===== config.mk =====
export PLATFORM = sky130hd
export DESIGN_NAME = multipart_boundary_splitter
export DESIGN_NICKNAME = d
export VERILOG_FILES = /design/src/hdl/mbs_pkg.sv /design/src/hdl/mbs_control.sv /design/src/hdl/mbs_datapath.sv /design/src/hdl/multipart_boundary_splitter.sv
export VERILOG_INCLUDE_DIRS = /design/src /design/src/hdl
export SDC_FILE = /design/constraint.sdc
export NUM_CORES = 1
export LEC_CHECK = 0
export BUFFER_PORTS_ARGS = -buffer_cell sky130_fd_sc_hd__buf_4
export CORE_ASPECT_RATIO = 0.8
export CORE_MARGIN = 2
export CORE_UTILIZATION = 60
export CTS_CLUSTER_DIAMETER = 40
export CTS_CLUSTER_SIZE = 40
export DETAILED_ROUTE_END_ITERATION = 10
export PLACE_DENSITY = 0.76
export RECOVER_POWER = 50
export SYNTH_ARGS = -nofsm -noshare
export SYNTH_HDL_FRONTEND = slang
export SYNTH_SLANG_ARGS = --single-unit

===== constraint.sdc =====
create_clock -name clock -period 7.8 [get_ports clock]
set_input_delay 0 -clock clock [delete_from_list [all_inputs] [get_ports clock]]
set_output_delay 0 -clock clock [all_outputs]
set_load 0.005 [all_outputs]

===== src/hdl/multipart_boundary_splitter_macros.svh =====
// Assertion macros shared by the multipart boundary splitter modules.
// No dependencies; included by the controller and the datapath.
`ifndef MULTIPART_BOUNDARY_SPLITTER_MACROS_SVH
`define MULTIPART_BOUNDARY_SPLITTER_MACROS_SVH

// The consequent must hold in the same cycle as the antecedent.
`define MBS_ASSERT_SAME(label, clk, rst, ante, cons, msg) \
   label: assert property (@(posedge clk) disable iff (rst) (ante) |-> (cons)) \
      else $error(msg);

// The consequent must hold in the cycle after the antecedent.
`define MBS_ASSERT_NEXT(label, clk, rst, ante, cons, msg) \
   label: assert property (@(posedge clk) disable iff (rst) (ante) |=> (cons)) \
      else $error(msg);

`endif


===== src/hdl/mbs_pkg.sv =====
// Shared types and constants for the multipart boundary splitter.
// Used by mbs_control, mbs_datapath and the top level; no dependencies.
package mbs_pkg;

   localparam int MAX_BOUNDARY = 48;
   localparam int MAX_PAD      = 8;
   // Line break, "--", boundary, padding and one trailing CR or dash.
   localparam int HELD_DEPTH   = 2 + 2 + MAX_BOUNDARY + MAX_PAD + 1;

   localparam int BND_IDX_W  = $clog2(MAX_BOUNDARY);
   localparam int HELD_IDX_W = $clog2(HELD_DEPTH);
   localparam int HELD_CNT_W = $clog2(HELD_DEPTH + 1);
   localparam int POS_W      = $clog2(MAX_BOUNDARY + 3);
   localparam int PAD_W      = $clog2(MAX_PAD + 1);

   localparam logic [7:0] CH_CR    = 8'h0D;
   localparam logic [7:0] CH_LF    = 8'h0A;
   localparam logic [7:0] CH_DASH  = 8'h2D;
   localparam logic [7:0] CH_SPACE = 8'h20;
   localparam logic [7:0] CH_TAB   = 8'h09;

   typedef enum logic [1:0] {
      CMD_LOAD   = 2'd0,
      CMD_BODY   = 2'd1,
      CMD_END    = 2'd2,
      CMD_UNUSED = 2'd3
   } command_type;

   typedef enum logic [1:0] {
      KIND_BYTE    = 2'd0,
      KIND_DONE    = 2'd1,
      KIND_DISCARD = 2'd2,
      KIND_FINISH  = 2'd3
   } kind_type;

   // Results still owed for the current item, in delivery order.
   typedef struct packed {
      logic done;
      logic discard;
      logic finish;
      logic content;
   } events_type;

   typedef struct packed {
      logic     capture;
      logic     eval_commit;
      logic     rel_start;
      logic     rel_advance;
      logic     rel_end;
      logic     out_load;
      kind_type out_kind;
      logic     out_last;
      logic     out_from_held;
   } dp_cmd_type;

   typedef struct packed {
      events_type ev;
      logic       reject;
      logic       rel_more;
      logic       rel_last;
      logic       slot_free;
   } dp_status_type;

endpackage


===== src/hdl/mbs_control.sv =====
// Sequencing state machine of the multipart boundary splitter.
// Depends on mbs_pkg and multipart_boundary_splitter_macros.svh.
`include "multipart_boundary_splitter_macros.svh"

module mbs_control (
   input  logic                  clock,
   input  logic                  reset,
   input  logic                  req_valid,
   input  logic [1:0]            req_command,
   output logic                  req_stall,
   input  mbs_pkg::dp_status_type dp_status,
   output mbs_pkg::dp_cmd_type    dp_cmd
);

   typedef enum logic [1:0] {
      ST_IDLE,
      ST_EVAL,
      ST_EMIT,
      ST_RELEASE
   } state_type;

   state_type           state_ff, state_in;
   mbs_pkg::events_type pending_ff, pending_in;
   mbs_pkg::events_type src;
   mbs_pkg::events_type rest;
   mbs_pkg::kind_type   first_kind;

   assign req_stall = (state_ff != ST_IDLE);

   // Pick the earliest owed result and what remains after it.
   always_comb begin
      src        = (state_ff == ST_EVAL) ? dp_status.ev : pending_ff;
      rest       = src;
      first_kind = mbs_pkg::KIND_BYTE;
      priority if (src.done) begin
         first_kind = mbs_pkg::KIND_DONE;
         rest.done  = 1'b0;
      end else if (src.discard) begin
         first_kind   = mbs_pkg::KIND_DISCARD;
         rest.discard = 1'b0;
      end else if (src.finish) begin
         first_kind  = mbs_pkg::KIND_FINISH;
         rest.finish = 1'b0;
      end else begin
         first_kind   = mbs_pkg::KIND_BYTE;
         rest.content = 1'b0;
      end
   end

   always_comb begin
      dp_cmd     = '0;
      state_in   = state_ff;
      pending_in = pending_ff;
      unique case (state_ff)
         ST_IDLE: begin
            dp_cmd.capture = req_valid;
            if (req_valid && (req_command == mbs_pkg::CMD_BODY ||
                              req_command == mbs_pkg::CMD_END)) begin
               state_in = ST_EVAL;
            end
         end
         ST_EVAL: begin
            dp_cmd.eval_commit = 1'b1;
            if (dp_status.reject) begin
               dp_cmd.rel_start = 1'b1;
               pending_in       = '0;
               state_in         = ST_RELEASE;
            end else if (src == '0) begin
               pending_in = '0;
               state_in   = ST_IDLE;
            end else if (dp_status.slot_free) begin
               dp_cmd.out_load = 1'b1;
               dp_cmd.out_kind = first_kind;
               dp_cmd.out_last = (rest == '0);
               pending_in      = rest;
               state_in        = (rest == '0) ? ST_IDLE : ST_EMIT;
            end else begin
               pending_in = src;
               state_in   = ST_EMIT;
            end
         end
         ST_EMIT: begin
            if (dp_status.slot_free) begin
               dp_cmd.out_load = 1'b1;
               dp_cmd.out_kind = first_kind;
               dp_cmd.out_last = (rest == '0);
               pending_in      = rest;
               state_in        = (rest == '0) ? ST_IDLE : ST_EMIT;
            end
         end
         ST_RELEASE: begin
            if (!dp_status.rel_more) begin
               // The rejected byte is then evaluated again from the content phase.
               dp_cmd.rel_end = 1'b1;
               state_in       = ST_EVAL;
            end else if (dp_status.slot_free) begin
               dp_cmd.out_load      = 1'b1;
               dp_cmd.out_kind      = mbs_pkg::KIND_BYTE;
               dp_cmd.out_last      = dp_status.rel_last;
               dp_cmd.out_from_held = 1'b1;
               dp_cmd.rel_advance   = 1'b1;
            end
         end
         default: begin
            state_in = ST_IDLE;
         end
      endcase
   end

   always_ff @(posedge clock) begin
      if (reset) begin
         state_ff   <= ST_IDLE;
         pending_ff <= '0;
      end else begin
         state_ff   <= state_in;
         pending_ff <= pending_in;
      end
   end

   `MBS_ASSERT_SAME(a_load_needs_slot, clock, reset, dp_cmd.out_load, dp_status.slot_free, "result loaded into a full output register")
   `MBS_ASSERT_SAME(a_emit_has_work, clock, reset, state_ff == ST_EMIT, pending_ff != '0, "emit state with nothing owed")
   `MBS_ASSERT_SAME(a_idle_is_clean, clock, reset, !req_stall, pending_ff == '0, "new item taken while results are still owed")

endmodule


===== src/hdl/mbs_datapath.sv =====
// Datapath of the multipart boundary splitter: boundary and held-byte stores,
// match state, candidate evaluation and the output register. Depends on mbs_pkg and the macros header.
`include "multipart_boundary_splitter_macros.svh"

module mbs_datapath (
   input  logic                  clock,
   input  logic                  reset,
   input  logic                  csr_write_enable,
   input  logic [5:0]            csr_write_data,
   input  logic [1:0]            req_command,
   input  logic [5:0]            req_boundary_position,
   input  logic [7:0]            req_data_byte,
   output logic                  rsp_valid,
   input  logic                  rsp_stall,
   output logic [1:0]            rsp_kind,
   output logic [7:0]            rsp_part_byte,
   output logic                  rsp_last_of_run,
   input  mbs_pkg::dp_cmd_type    dp_cmd,
   output mbs_pkg::dp_status_type dp_status
);

   localparam int BND_IDX_W  = mbs_pkg::BND_IDX_W;
   localparam int HELD_IDX_W = mbs_pkg::HELD_IDX_W;
   localparam int HELD_CNT_W = mbs_pkg::HELD_CNT_W;
   localparam int POS_W      = mbs_pkg::POS_W;
   localparam int PAD_W      = mbs_pkg::PAD_W;

   typedef enum logic [2:0] {
      PH_CONTENT,
      PH_CR,
      PH_MARK,
      PH_AFTER,
      PH_DASH,
      PH_MARK_CR
   } phase_type;

   logic [7:0] bnd_mem  [mbs_pkg::MAX_BOUNDARY];
   logic [7:0] held_mem [mbs_pkg::HELD_DEPTH];

   logic [5:0]            boundary_length_ff;
   phase_type             phase_ff, phase_in;
   logic [POS_W-1:0]      position_ff, position_in;
   logic [PAD_W-1:0]      padding_ff, padding_in;
   logic [HELD_CNT_W-1:0] held_count_ff, held_count_in;
   logic                  part_open_ff, part_open_in;
   logic                  finished_ff, finished_in;
   logic [HELD_CNT_W-1:0] rel_index_ff;
   logic [HELD_CNT_W-1:0] rel_rd_addr;
   logic [1:0]            cur_command_ff;
   logic [7:0]            cur_byte_ff;
   logic [7:0]            bnd_rd_ff;
   logic [7:0]            held_rd_ff;
   logic                  rsp_valid_ff;
   mbs_pkg::kind_type     rsp_kind_ff;
   logic [7:0]            rsp_part_byte_ff;
   logic                  rsp_last_ff;

   logic [POS_W-1:0]      len_eff;
   logic [POS_W-1:0]      mark_end;
   logic [POS_W-1:0]      pos_minus;
   logic [BND_IDX_W-1:0]  bnd_rd_addr;
   logic [7:0]            mark_char;
   logic                  hold_we;
   mbs_pkg::events_type   ev;
   logic                  reject;

   // Effective boundary length and end of the "--boundary" mark.
   always_comb begin
      if (int'(boundary_length_ff) > mbs_pkg::MAX_BOUNDARY) begin
         len_eff = POS_W'(mbs_pkg::MAX_BOUNDARY);
      end else begin
         len_eff = POS_W'(boundary_length_ff);
      end
      mark_end  = len_eff + POS_W'(2);
      pos_minus = position_ff - POS_W'(2);
      if (position_ff >= POS_W'(2) && int'(pos_minus) < mbs_pkg::MAX_BOUNDARY) begin
         bnd_rd_addr = BND_IDX_W'(pos_minus);
      end else begin
         bnd_rd_addr = '0;
      end
      mark_char = (position_ff < POS_W'(2)) ? mbs_pkg::CH_DASH : bnd_rd_ff;
   end

   // One step of the matcher for the captured item.
   always_comb begin
      phase_type       cur_phase;
      logic [PAD_W-1:0] cur_pad;
      logic            do_hold;
      logic            do_accept;
      logic            closing;
      logic            candidate_ok;

      phase_in      = phase_ff;
      position_in   = position_ff;
      padding_in    = padding_ff;
      held_count_in = held_count_ff;
      part_open_in  = part_open_ff;
      finished_in   = finished_ff;
      hold_we       = 1'b0;
      ev            = '0;
      reject        = 1'b0;
      cur_phase     = phase_ff;
      cur_pad       = padding_ff;
      do_hold       = 1'b0;
      do_accept     = 1'b0;
      closing       = 1'b0;
      candidate_ok  = 1'b0;

      if (cur_command_ff == mbs_pkg::CMD_END) begin
         if (!finished_ff) begin
            candidate_ok = (boundary_length_ff != '0) &&
                           (phase_ff == PH_AFTER ||
                            (phase_ff == PH_MARK && position_ff >= mark_end));
            ev.done    = candidate_ok && part_open_ff;
            ev.discard = candidate_ok || part_open_ff;
            ev.finish  = 1'b1;
         end
         // Re-arm for a new body; the boundary is kept.
         held_count_in = '0;
         part_open_in  = 1'b0;
         finished_in   = 1'b0;
         phase_in      = PH_MARK;
         position_in   = '0;
         padding_in    = '0;
      end else if (cur_command_ff == mbs_pkg::CMD_BODY && !finished_ff &&
                   boundary_length_ff != '0) begin
         // A mark that a shortened boundary already covers counts as complete.
         if (phase_ff == PH_MARK && position_ff >= mark_end) begin
            cur_phase = PH_AFTER;
            cur_pad   = '0;
         end
         phase_in   = cur_phase;
         padding_in = cur_pad;
         unique case (cur_phase)
            PH_CONTENT: begin
               if (cur_byte_ff == mbs_pkg::CH_CR) begin
                  do_hold  = 1'b1;
                  phase_in = PH_CR;
               end else if (cur_byte_ff == mbs_pkg::CH_LF) begin
                  do_hold     = 1'b1;
                  phase_in    = PH_MARK;
                  position_in = '0;
                  padding_in  = '0;
               end else begin
                  ev.content = part_open_ff;
               end
            end
            PH_CR: begin
               if (cur_byte_ff == mbs_pkg::CH_LF) begin
                  do_hold     = 1'b1;
                  phase_in    = PH_MARK;
                  position_in = '0;
                  padding_in  = '0;
               end else begin
                  reject = 1'b1;
               end
            end
            PH_MARK: begin
               if (cur_byte_ff == mark_char) begin
                  do_hold     = 1'b1;
                  position_in = position_ff + POS_W'(1);
                  if (position_ff + POS_W'(1) >= mark_end) begin
                     phase_in   = PH_AFTER;
                     padding_in = '0;
                  end
               end else begin
                  reject = 1'b1;
               end
            end
            PH_AFTER: begin
               if (cur_byte_ff == mbs_pkg::CH_DASH && cur_pad == '0) begin
                  do_hold  = 1'b1;
                  phase_in = PH_DASH;
               end else if (cur_byte_ff == mbs_pkg::CH_SPACE ||
                            cur_byte_ff == mbs_pkg::CH_TAB) begin
                  if (int'(cur_pad) >= mbs_pkg::MAX_PAD) begin
                     reject = 1'b1;
                  end else begin
                     do_hold    = 1'b1;
                     padding_in = cur_pad + PAD_W'(1);
                  end
               end else if (cur_byte_ff == mbs_pkg::CH_CR) begin
                  do_hold  = 1'b1;
                  phase_in = PH_MARK_CR;
               end else if (cur_byte_ff == mbs_pkg::CH_LF) begin
                  do_accept = 1'b1;
               end else begin
                  reject = 1'b1;
               end
            end
            PH_DASH: begin
               if (cur_byte_ff == mbs_pkg::CH_DASH) begin
                  do_accept = 1'b1;
                  closing   = 1'b1;
               end else begin
                  reject = 1'b1;
               end
            end
            PH_MARK_CR: begin
               if (cur_byte_ff == mbs_pkg::CH_LF) begin
                  do_accept = 1'b1;
               end else begin
                  reject = 1'b1;
               end
            end
            default: begin
               reject = 1'b1;
            end
         endcase

         if (do_accept) begin
            held_count_in = '0;
            ev.done       = part_open_ff;
            phase_in      = PH_CONTENT;
            position_in   = '0;
            padding_in    = '0;
            if (closing) begin
               ev.finish    = 1'b1;
               part_open_in = 1'b0;
               finished_in  = 1'b1;
            end else begin
               part_open_in = 1'b1;
            end
         end

         // Held bytes stay counted until the release sweep ends; it sends them only while a part is open.
         if (reject) begin
            phase_in    = PH_CONTENT;
            position_in = '0;
            padding_in  = '0;
         end

         if (do_hold && int'(held_count_ff) < mbs_pkg::HELD_DEPTH) begin
            hold_we       = 1'b1;
            held_count_in = held_count_ff + HELD_CNT_W'(1);
         end
      end
   end

   // Release sweep address: during a sweep held_rd_ff shows the entry at rel_index_ff.
   always_comb begin
      if (dp_cmd.rel_start) begin
         rel_rd_addr = '0;
      end else if (dp_cmd.rel_advance) begin
         rel_rd_addr = rel_index_ff + HELD_CNT_W'(1);
      end else begin
         rel_rd_addr = rel_index_ff;
      end
   end

   always_comb begin
      dp_status           = '0;
      dp_status.ev        = ev;
      dp_status.reject    = reject;
      dp_status.rel_more  = part_open_ff && (rel_index_ff < held_count_ff);
      dp_status.rel_last  = (rel_index_ff + HELD_CNT_W'(1) == held_count_ff) &&
                            (cur_byte_ff == mbs_pkg::CH_CR ||
                             cur_byte_ff == mbs_pkg::CH_LF);
      dp_status.slot_free = !rsp_valid_ff || !rsp_stall;
   end

   always_ff @(posedge clock) begin
      if (dp_cmd.capture && req_command == mbs_pkg::CMD_LOAD &&
          int'(req_boundary_position) < mbs_pkg::MAX_BOUNDARY) begin
         bnd_mem[BND_IDX_W'(req_boundary_position)] <= req_data_byte;
      end
      bnd_rd_ff <= bnd_mem[bnd_rd_addr];
   end

   always_ff @(posedge clock) begin
      if (dp_cmd.eval_commit && hold_we) begin
         held_mem[HELD_IDX_W'(held_count_ff)] <= cur_byte_ff;
      end
      if (int'(rel_rd_addr) < mbs_pkg::HELD_DEPTH) begin
         held_rd_ff <= held_mem[HELD_IDX_W'(rel_rd_addr)];
      end else begin
         held_rd_ff <= '0;
      end
   end

   always_ff @(posedge clock) begin
      if (dp_cmd.capture) begin
         cur_command_ff <= req_command;
         cur_byte_ff    <= req_data_byte;
      end
      if (dp_cmd.out_load) begin
         rsp_kind_ff <= dp_cmd.out_kind;
         rsp_last_ff <= dp_cmd.out_last;
         if (dp_cmd.out_kind != mbs_pkg::KIND_BYTE) begin
            rsp_part_byte_ff <= '0;
         end else if (dp_cmd.out_from_held) begin
            rsp_part_byte_ff <= held_rd_ff;
         end else begin
            rsp_part_byte_ff <= cur_byte_ff;
         end
      end
   end

   always_ff @(posedge clock) begin
      if (reset) begin
         boundary_length_ff <= '0;
         phase_ff           <= PH_MARK;
         position_ff        <= '0;
         padding_ff         <= '0;
         held_count_ff      <= '0;
         part_open_ff       <= 1'b0;
         finished_ff        <= 1'b0;
         rel_index_ff       <= '0;
         rsp_valid_ff       <= 1'b0;
      end else begin
         if (csr_write_enable) begin
            boundary_length_ff <= csr_write_data;
         end
         if (dp_cmd.eval_commit) begin
            phase_ff      <= phase_in;
            position_ff   <= position_in;
            padding_ff    <= padding_in;
            held_count_ff <= held_count_in;
            part_open_ff  <= part_open_in;
            finished_ff   <= finished_in;
         end else if (dp_cmd.rel_end) begin
            held_count_ff <= '0;
         end
         rel_index_ff <= rel_rd_addr;
         if (dp_cmd.out_load) begin
            rsp_valid_ff <= 1'b1;
         end else if (!rsp_stall) begin
            rsp_valid_ff <= 1'b0;
         end
      end
   end

   assign rsp_valid       = rsp_valid_ff;
   assign rsp_kind        = rsp_kind_ff;
   assign rsp_part_byte   = rsp_part_byte_ff;
   assign rsp_last_of_run = rsp_last_ff;

   `MBS_ASSERT_SAME(a_held_bound, clock, reset, 1'b1, int'(held_count_ff) <= mbs_pkg::HELD_DEPTH, "held byte count beyond store depth")
   `MBS_ASSERT_SAME(a_pad_bound, clock, reset, 1'b1, int'(padding_ff) <= mbs_pkg::MAX_PAD, "padding count beyond limit")
   `MBS_ASSERT_SAME(a_release_in_range, clock, reset, dp_cmd.rel_advance, rel_index_ff < held_count_ff, "release sweep past the held bytes")

endmodule


===== src/hdl/multipart_boundary_splitter.sv =====
// Top level of the multipart boundary splitter: controller plus datapath.
// Depends on mbs_pkg, mbs_control and mbs_datapath.
//
//   channel   direction   handshake              payload
//   req       in          req_valid/req_stall    command, boundary_position, data_byte
//   rsp       out         rsp_valid/rsp_stall    kind, part_byte, last_of_run
//   csr       in          csr_write_enable       csr_write_data (boundary length)
//
// A load or unused command is done at capture; a body byte or end of body is captured,
// then evaluated against the registered boundary read. Its first result is loaded in the
// evaluation state if the output register is free, else in the emit state, like each
// further one. On a failed candidate a release sweep sends the held bytes if a part is
// open, then the byte is evaluated again. Reset is synchronous; the stores need no
// clearing pass. While rsp_stall is high a valid result waits in the output register.

module multipart_boundary_splitter (
   input  logic       clock,
   input  logic       reset,
   input  logic       csr_write_enable,
   input  logic [5:0] csr_write_data,
   input  logic       req_valid,
   output logic       req_stall,
   input  logic [1:0] req_command,
   input  logic [5:0] req_boundary_position,
   input  logic [7:0] req_data_byte,
   output logic       rsp_valid,
   input  logic       rsp_stall,
   output logic [1:0] rsp_kind,
   output logic [7:0] rsp_part_byte,
   output logic       rsp_last_of_run
);

   mbs_pkg::dp_cmd_type    dp_cmd;
   mbs_pkg::dp_status_type dp_status;

   mbs_control u_control (
      .clock       (clock),
      .reset       (reset),
      .req_valid   (req_valid),
      .req_command (req_command),
      .req_stall   (req_stall),
      .dp_status   (dp_status),
      .dp_cmd      (dp_cmd)
   );

   mbs_datapath u_datapath (
      .clock                 (clock),
      .reset                 (reset),
      .csr_write_enable      (csr_write_enable),
      .csr_write_data        (csr_write_data),
      .req_command           (req_command),
      .req_boundary_position (req_boundary_position),
      .req_data_byte         (req_data_byte),
      .rsp_valid             (rsp_valid),
      .rsp_stall             (rsp_stall),
      .rsp_kind              (rsp_kind),
      .rsp_part_byte         (rsp_part_byte),
      .rsp_last_of_run       (rsp_last_of_run),
      .dp_cmd                (dp_cmd),
      .dp_status             (dp_status)
   );

endmodule

# Word-level counts from Yosys, hierarchy flattened
# Memories as Yosys holds them, arrays and structs flattened. A register that Yosys moved wholly into a read port is not among the register bits.
# Index checks and enable logic that the tools add are counted.
[word_totals] regBits=61 ram_bits=872 in_bits=27 output_inout_bits=13 elab_cells=260 n_memories=2
[op_classes] addsub=6 order_cmp=11 n_eq_ne=29 mux=146 reduce_logical=47
[memory_table] memory="u_datapath.held_mem" words=61 width=8 read_ports=1 rd_clocked_by_memory_dff=1 wr=1 line="mbs_datapath.sv:38" text="logic [7:0] held_mem [mbs_pkg::HELD_DEPTH];"
[memory_table] memory="u_datapath.bnd_mem" words=48 width=8 read_ports=1 rd_clocked_by_memory_dff=1 wr=1 line="mbs_datapath.sv:37" text="logic [7:0] bnd_mem [mbs_pkg::MAX_BOUNDARY];"
[op_table] cell="6-bit two-way mux" n=17
[op_table] cell="4-bit two-way mux" n=22
[op_table] cell="1-bit two-way mux" n=64
[op_table] cell="3-bit two-way mux" n=16
[op_table] cell="2-bit two-way mux" n=14
[op_table] cell="8-bit by 4-bit == test with 1-bit output, second input constant" n=3
[op_table] cell="6-bit less-than comparator, second input constant" n=4
[op_table] cell="6-bit by 1-bit adder with 6-bit output, second input constant" n=3
[op_table] cell="6-bit one-hot mux with 3 select lines" n=1
[op_table] cell="8-bit by 6-bit == test with 1-bit output, second input constant" n=2
[op_table] cell="8-bit two-way mux" n=2
[op_table] cell="4-bit one-hot mux with 4 select lines" n=1
[op_table] cell="1-bit logical AND" n=14
[op_table] cell="2-bit nonzero test" n=7
[op_table] cell="3-bit by 2-bit == test with 1-bit output, second input constant" n=4
[op_table] cell="6-bit greater-or-equal comparator" n=2
[op_table] cell="4-bit logical NOT" n=3
[op_table] cell="3-bit one-hot mux with 4 select lines" n=1
[op_table] cell="4-bit one-hot mux with 3 select lines" n=1
[op_table] cell="6-bit nonzero test" n=2
[op_table] cell="5-bit two-way mux" n=2
[op_table] cell="3-bit AND reduction" n=3
[op_table] cell="2-bit == test, second input constant" n=4
[op_table] cell="8-bit == test" n=1
[op_table] cell="31 further kinds" n=46

# Longest topological paths before layout
# Gate-level depths: netlist of run 1.
[logic_depth] ltp_word=27 mapped_depth=26 depth_no_buf=21

# Modules after synthesis
# A second synthesis of run 1 with hierarchy kept.
[hier_totals] cells_unflattened=2624 hier_area_um2=39598.0
[by_module_without_submodules] mod="mbs_datapath" n_inst=1 cells_each=2546 area_each_um2=38951.1 seq_area_each_um2=27816.7
[by_module_without_submodules] mod="mbs_control" n_inst=1 cells_each=78 area_each_um2=646.9 seq_area_each_um2=120.1

# Worst setup path before layout of run 1
# Ideal clock, no wire load.
[synth_timing] path_kind="register -> register" from="register u_datapath.position_ff[0]" to="register u_datapath.rsp_kind_ff[0] (netlist: u_datapath.rsp_kind[0]) (enable)" setup_time_ps=382 arrival_ps=5158 required_time_ps=7418 path_slack_ps=2259 stages_incl_launch_ff=22 n_path_buf=3 synth_period_minus_slack_ps=5541 cell_sequence="dfxtp_1 > clkbuf_1 > inv_2 > clkbuf_1 > clkbuf_1 > ha_1 > nand2b_1 > a21o_1 > a221oi_1 > a211oi_2 > nand3_1 > and2_1 > inv_1 > ha_1 > nand3_1 > o311a_1 > a41o_1 > a21boi_1 > o41ai_2 > nor3_1 > or3_1 > a21oi_1"
[synth_rtl] item="start, declared" line="mbs_datapath.sv:42" text="logic [POS_W-1:0] position_ff, position_in;"
[synth_rtl] item="start signal, assigned" line="mbs_datapath.sv:316" text="position_ff <= position_in;"
[synth_rtl] item="end signal, assigned" line="mbs_datapath.sv:287" text="rsp_kind_ff <= dp_cmd.out_kind;"
[synth_rtl] item="end, declared" line="mbs_datapath.sv:54" text="mbs_pkg::kind_type rsp_kind_ff;"

# Final worst setup path of run 1
[layout_timing] from="register u_datapath.boundary_length_ff[5]" to="register u_datapath.held_rd_ff[6], read port of u_datapath.held_mem"
[layout_via] elab_chain_cells=22 word_cells_on_any_way=36 cone_classes="add/sub: 1; order compare: 4; eq/ne: 5; mux: 18; reduce/logical: 8"
[layout_rtl] item="start, declared" line="mbs_datapath.sv:40" text="logic [5:0] boundary_length_ff;"
[layout_rtl] item="start signal, assigned" line="mbs_datapath.sv:312" text="boundary_length_ff <= csr_write_data;"
[layout_rtl] item="6-bit > comparator" line="mbs_datapath.sv:69" text="if (int'(boundary_length_ff) > mbs_pkg::MAX_BOUNDARY) begin"
[layout_rtl] item="6-bit two-way mux" line="mbs_datapath.sv:69"
[layout_rtl] item="6-bit by 2-bit adder with 6-bit output" line="mbs_datapath.sv:74" text="mark_end = len_eff + POS_W'(2);"
[layout_rtl] item="6-bit greater-or-equal comparator" line="mbs_datapath.sv:128" text="if (phase_ff == PH_MARK && position_ff >= mark_end) begin"
[layout_rtl] item="1-bit logical AND" line="mbs_datapath.sv:128"
[layout_rtl] item="4-bit two-way mux" line="mbs_datapath.sv:128"
[layout_rtl] item="4-bit two-way mux" line="mbs_datapath.sv:125" text="end else if (cur_command_ff == mbs_pkg::CMD_BODY && !finished_ff &&"
[layout_rtl] item="4-bit two-way mux" line="mbs_datapath.sv:109" text="if (cur_command_ff == mbs_pkg::CMD_END) begin"
[layout_rtl] item="[6 not listed]"
[layout_rtl] item="1-bit two-way mux" line="mbs_datapath.sv:109"
[layout_rtl] item="1-bit two-way mux (*)" line="mbs_datapath.sv:125"
[layout_rtl] item="1-bit two-way mux (*)" line="mbs_datapath.sv:109"
[layout_rtl] item="1-bit two-way mux (*)" line="mbs_control.sv:64" text="if (dp_status.reject) begin"
[layout_rtl] item="2-bit two-way mux (*)" line="mbs_control.sv:54" text="unique case (state_ff)"
[layout_rtl] item="6-bit two-way mux (*)" line="mbs_datapath.sv:242" text="if (dp_cmd.rel_start) begin"
[layout_rtl] item="6-bit less-than comparator" line="mbs_datapath.sv:274" text="if (int'(rel_rd_addr) < mbs_pkg::HELD_DEPTH) begin"
[layout_rtl] item="1-bit logical NOT (no source line)"
[layout_rtl] item="end, declared" line="mbs_datapath.sv:52" text="logic [7:0] held_rd_ff;"
# Mark *: on every way between the ends. The rest lies on a longest branch, timed or not. The select of a mux whose other input is x is not followed.
# A chain may end at the register's enable or synchronous reset.

==> impl_metrics.toml, run 1 <==
[setup_path]
worstPathMaxFanout = 22
cpPeakStageDelay_ns = 1.05
reg2regPathDepth = 21
path_cells = "nand2_1 -> and2_1 -> ha_1 -> nand2b_1 -> a21o_1 -> a221oi_1 -> a211oi_2 -> nand3_1 -> and2_1 -> inv_1 -> ha_1 -> nand3_1 -> o21a_1 -> o21ai_0 -> a31oi_1 -> a311o_1 -> a21oi_2 -> nor2_1 -> a221oi_1 -> a21oi_1 -> a311o_1"
slowest_stage = "a21oi_2"
crit_required_ns = 8.34
path_class = "flop to flop"
rrSetupSlack_ns = 1.09
cp_data_arrival_time_ns = 7.26
startpoint_type = "flop"
reg2reg_from = "u_datapath.boundary_length_ff[5]"
r2r_end = "u_datapath.held_rd_ff[6]"
end_kind = "flop"

[power]
pwr-share-clk_pct = 46.4
intPower_mw = 8.56
power.density_nw_per_um2 = 247
power_leakage_nw = 14.4
sequentialPowerShare_pct = 51.0
ir_drop_v = 0.000175
switching_power_mw = 2.48
pwr-share-comb_pct = 2.6
switching_share_pct = 22.5
finalPower_mw = 11.0

[placed_design]
hpwl_um = 67500
place.gp.congestion = 0.959
place_area_um2 = 40900
port_buffers = 39

[synth]
yosysTopAreaCellShare_pct = 67.5
syn_area_per_cell_um2 = 14.2
postSynthCellCount = 2803
yosysSeqAreaShare_pct = 70.3
yosysWarnings = 0
syn-num-nets = 2856
synth-main-ff-cell = "edfxtp_1"
synthTopCellsByCount = "edfxtp_1, nand2_1, nor2_1"
async_flop_share_pct = 0
yosys.cell_count.top_type = "edfxtp_1"
ys_ff_latch = 949
synth_edf_count = 893
yosysUniqueCellTypes = 86
yosys-top-cells-area = "edfxtp_1, dfxtp_1, mux4_2"
synth_top_cell_by_area = "edfxtp_1"
syn-cell-area_um2 = 39700

[floorplanning]
die-area_um2 = 68300
rows = 84
initial_core_util_pct = 60.6
io_pins = 40
core-area_um2 = 65600
die_x_um = 292
die_height_um = 234

[timing]
fin_tns_setup_ns = 0
finalHoldViolCount = 0
tightestPinTransition_ns = 3.46
rsz0062_at_grt = "no"
maxSlewViolCount = 617
period_minus_slack_ns = 6.71
maxClockFrequency_ghz = 0.149
setup-violations-final = 0
finalCritPeriodShare_pct = 86.1
relSlewSlack_pct = -131
finClkSkew_ns = 0.0174

[global_routing]
antenna_found_initial = 2
grt_first_pass_wirelength_um = 160000
grt_usage_pct = 31.8
grt_overflow = 0
grt_pass1_vias = 24518
grt_max_degree = 94

[clocking]
path_clk_slew_ns = 0.07
root_buffer = "clkbuf_16"
cts_tree = "yes"
post-cts-setup-buffers = 0
htree_num_levels = 3
clockBufferDepth = 3
numCtsBuffers = 103
cts.sinks = 949
clk-insertion-delay-late_ns = 0.67

[drt]
drc = 0
drt-vias-per-instance = 6.87
wire_per_inst_um = 28.6
drt_iter0_markers = 3974
drt_wl_total_um = 109000
postRouteAntennaNets = 0
drtPass1Iterations = 6
via_count = 26134

[worst_hold_path]
whs_endpoint = "u_datapath.cur_command_ff[1]"
hp-class = "input pin to flop"
hold_path_depth = 2
min_from = "req_command[1]"

[cells_and_area]
final_nets = 2909
final_design_area_no_fill_um2 = 44800
insertedDiodeCount = 0
syn2layout_area_growth_pct = 12.7
drive_above_1_share_pct = 12.1

[job]
maxCapViolCount = 12

[outcome]
violations = "max-capacitance violations, max-slew violations"
status = "complete, but fails checks"
-- kinds of logic after synthesis --
logic type      count (synthesis)  synth area share [%]
compound gates                722                  12.4
xor+xnor                       36                 0.794
fa+ha+maj                      29                 0.895
buf+inv                       216                  2.16
flops                         949                  70.3
mux                           157                  5.53
simple gates                  694                  7.90
-- power by group through the flow --
stage / clock, mW / combinational [mW] / sequential, mW
global placement: 0 / 0.253 / 5.73
global route: 5.34 / 0.299 / 5.63
finish: 5.13 / 0.282 / 5.63
CTS: 5.15 / 0.279 / 5.62
detailed placement: 0 / 0.264 / 5.74
floorplan: 0 / 0.106 / 5.75
-- worst max-delay path: cells and delay by family, from the launching register on --
family	cells	cell delay, ns
and+or+nand+nor	7	1.59
adders and majority gates	2	0.43
buffers and inverters	1	0.08
AOI/OAI and AO/OA	11	3.95
DFF	1	0.52
-- how the worst max path moves through the flow --
stage | end | cells past startpoint | slack, ns | from
6_report | u_datapath.held_rd_ff[6] | 21 | 1.09 | u_datapath.boundary_length_ff[5]
5_1_grt | u_datapath.held_rd_ff[7] | 21 | 0.74 | u_datapath.boundary_length_ff[5]
4_1_cts | u_datapath.held_rd_ff[6] | 21 | 1.31 | u_datapath.boundary_length_ff[5]
3_5_place_dp | u_datapath.held_rd_ff[6] | 21 | 1.39 | u_datapath.boundary_length_ff[5]
3_3_place_gp | u_datapath.held_rd_ff[7] | 21 | 1.59 | u_datapath.boundary_length_ff[5]
2_1_floorplan | u_datapath.rsp_kind[0] | 21 | 2.26 | u_datapath.position_ff[0]
-- flip-flops by register name (all words and copies together) (netlist names), 2 cells and up --
register                       count
u_datapath.bnd_mem               384
u_datapath.rel_index_ff            6
u_datapath.rsp_kind                2
u_datapath.cur_command_ff          2
u_control.state_ff                 2
u_datapath.padding_ff              4
u_datapath.held_count_ff           6
u_datapath.bnd_rd_ff               8
u_datapath.cur_byte_ff             8
u_control.pending_ff               4
u_datapath.position_ff             6
u_datapath.held_mem              488
u_datapath.rsp_part_byte           8
u_datapath.phase_ff                3
u_datapath.held_rd_ff              8
u_datapath.boundary_length_ff      6
-- through the flow --
step                      cells  hold WS (ns)  utilization [%]  worst slack, ns
after floorplan            2803        0.0989                -             2.26
after global placement     3578         0.190             62.3             1.59
after detailed placement   3578         0.199             62.3             1.39
after CTS                  3802        0.0574             68.3             1.31
after global routing       3803         0.121             68.3            0.737
final                      3803         0.110             68.3             1.09
-- layout make-up --
class | count | area, um^2
sequential | 949 | 27900
inverter | 41 | 154
multi-input combinational | 1638 | 11000
clock buffer | 111 | 2660
tap | 860 | 1080
fill | 4365 | 20800
timing repair buffer | 123 | 955
clock inverter | 81 | 986
-- cells in the final DEF, fill, tap and decap left out, types with 63 or more instances in the layout --
cell type and n:
o22ai_1 84, a21oi_1 157, buf_4 63, nor3_1 72, mux2i_1 96, clkbuf_16 105, nor2_1 222, a211oi_1 76
nand2_1 228, o21ai_0 107, edfxtp_1 893
-- what timing repair did --
action                                 in CTS  in global routing
hold buffers                               32                  0
endpoints found under the hold margin     429                  0
resized for setup                           0                  0
-- per-layer routing --
| metal | routed length (um) | vias up | track usage [%] | share of wire [%] |
|---|---|---|---|---|
| met4 | 2020 | 2 | 6.88 | 1.9 |
| met3 | 14400 | 191 | 8.19 | 13 |
| met5 | 11 | - | 0 | 0.010 |
| li1 | - | 11155 | - | - |
| met2 | 46900 | 1756 | 46.1 | 43 |
| met1 | 45600 | 13030 | 49.1 | 42 |
Power figures use the tool's default switching activity.
==> run 2, diff against run 1 <==
Clock period 7.8 ns to 7.7 ns, I/O delays scaled along.
==> run 2 against run 1 <==
  * The flow still finishes with violations (max-capacitance violations, max-slew violations)
  * Die area unchanged
  * Register-to-register slack better by 0.04 ns
  * Critical path depth unchanged
  * Utilization up 0.088 points
  * Sequential share of layout area down 0.080 points
  * Flip-flop and latch count unchanged
  * Hold slack better by 0.019 ns
  * Critical endpoint is now u_datapath.held_rd_ff[4]
==> impl_metrics.toml, run 2 (synthesis results as in run 1) <==
[global_routing]
grt_usage_pct = 31.9
grt_pass1_vias = 24848
antenna_found_initial = 1
grt_max_degree = 94
grt_overflow = 0
grt_first_pass_wirelength_um = 160000

[placed_design]
place_area_um2 = 40900
hpwl_um = 67800
port_buffers = 39
place.gp.congestion = 0.964

[setup_path]
cp_data_arrival_time_ns = 7.12
reg2reg_from = "u_datapath.boundary_length_ff[5]"
crit_start = "u_datapath.boundary_length_ff[5]"
startpoint_type = "flop"
path_class = "flop to flop"
worstPathMaxFanout = 13
rrSetupSlack_ns = 1.13
r2r_end = "u_datapath.held_rd_ff[4]"
crit_path_end = "u_datapath.held_rd_ff[4]"
reg2regPathDepth = 21
crit_required_ns = 8.24
end_kind = "flop"

[timing]
tightestPinTransition_ns = 3.12
worst_hold_slack_ns = 0.129
rsz0062_at_grt = "no"
maxClockFrequency_ghz = 0.152
finalHoldViolCount = 0
finalCritPeriodShare_pct = 85.4
period_minus_slack_ns = 6.57
setup-violations-final = 0
maxSlewViolCount = 459
finClkSkew_ns = 0.0230
fin_tns_setup_ns = 0
relSlewSlack_pct = -108

[drt]
drtPass1Iterations = 6
drt-vias-per-instance = 6.85
drc = 0
postRouteAntennaNets = 0
drt_wl_total_um = 109000
wire_per_inst_um = 28.5
via_count = 26059
drt_iter0_markers = 3792

[cells_and_area]
drive_above_1_share_pct = 12.5
final_common_cell = "edfxtp_1"
multi_input_area_um2 = 11000
final_nets = 2909
postLayoutCoreUtil_pct = 68.4
syn2layout_area_growth_pct = 12.9
insertedDiodeCount = 0
reg_top3 = "u_datapath.held_mem (488), u_datapath.bnd_mem (384)"
top_register = "u_datapath.held_mem"
regArea_um2 = 27900
final_design_area_no_fill_um2 = 44800
fillers = 4315
largest_reg_flops = 488
layout_common_cells = "edfxtp_1, nand2_1, nor2_1, a21oi_1, o21ai_0"

[floorplanning]
initial_core_util_pct = 60.6
die_x_um = 292
core-area_um2 = 65600
die_height_um = 234
io_pins = 40
die-area_um2 = 68300
rows = 84

[job]
maxCapViolCount = 9

[clocking]
clk-insertion-delay-late_ns = 0.66
post-cts-setup-buffers = 0
cts_tree = "yes"
path_clk_slew_ns = 0.06
numCtsBuffers = 103
htree_num_levels = 3
cts.sinks = 949
cts.repair.resized = 0
root_buffer = "clkbuf_16"
clockBufferDepth = 3

[power]
ir_drop_v = 0.000173
power_leakage_nw = 14.4
power.density_nw_per_um2 = 250

[outcome]
violations = "max-capacitance violations, max-slew violations"
status = "complete, but fails checks"

[worst_hold_path]
hp-class = "input pin to flop"
==> run 2: changes by cell type in the layout (fill, tap and decap cells not counted), moves of 3 or more <==
cell       previous run  this run
buf_4                63        66
bufinv_16             9        12
clkinv_2              5        12
inv_8                15        10
inv_6                11        19
clkbuf_1             19        15
==> run 2: area by class of cell <==
class / count / share of cell area, %
clock buffers: 108 / 5.84
clock inverters: 88 / 2.37
inverters: 41 / 0.343
multi-input cells: 1638 / 24.6
flip-flops and latches: 949 / 62.3
well taps: 860 / 2.40
repair buffers: 123 / 2.17
==> run 2: how the worst min path moves through the flow <==
stage | startpoint | endpoint | slack, ns | cells after the start
final | req_command[1] | u_datapath.cur_command_ff[1] | 0.13 | 2
after global routing | req_command[0] | u_datapath.cur_command_ff[0] | 0.12 | 2
after CTS | req_command[0] | u_datapath.cur_command_ff[0] | 0.06 | 2
after detailed placement | req_command[1] | u_datapath.cur_command_ff[1] | 0.20 | 1
after global placement | req_command[0] | u_datapath.cur_command_ff[0] | 0.19 | 1
after floorplan | req_data_byte[0] | u_datapath.bnd_mem[0][0] | 0.1 | 0
==> run 2: where the power goes <==
part	switching (mW)	total [mW]	internal (mW)
combinational	0.218	0.284	0.0660
clock	2.23	5.22	2.99
sequential	0.0258	5.71	5.68
total	2.47	11.2	8.73
==> run 2: layer usage <==
| layer | GRT usage, % | part of all wire [%] | vias to the layer above |
|---|---|---|---|
| li1 | - | - | 11162 |
| met3 | 12.3 | 14 | 175 |
| met2 | 45.1 | 43 | 1714 |
| met5 | 0 | 0.057 | - |
| met1 | 47.1 | 41 | 13004 |
| met4 | 6.93 | 1.9 | 4 |
==> run 2: what timing repair did <==
action	4_1_cts	5_1_grt
endpoints found under the hold margin	429	0
hold buffers	32	0
setup endpoints to repair	0	0
==> run 2: metrics by stage <==
stage	std cells	setup slack, ns	power [mW]
after detailed placement	3579	1.42	6.08
after floorplan	2803	2.16	5.93
after CTS	3807	1.37	11.2
after global routing	3807	0.763	11.5
final	3807	1.13	11.2
after global placement	3579	1.55	6.07
==> run 2: critical path, cell delays in order, from the launching register on <==
cell and delay [ns]:
dfxtp_1 0.51, nand2_1 0.16, and2_1 0.22, ha_1 0.28, nand2b_1 0.10, a21o_1 0.13, a221oi_1 0.11, a211oi_2 0.58
nand3_1 0.31, and2_1 0.29, inv_1 0.09, ha_1 0.15, nand3_1 0.16, o21a_1 0.25, o21ai_0 0.16, a31oi_1 0.09
a311o_1 0.67, a21oi_1 1.07, mux2_2 0.43, a221oi_1 0.28, a21oi_1 0.14, a311o_1 0.28
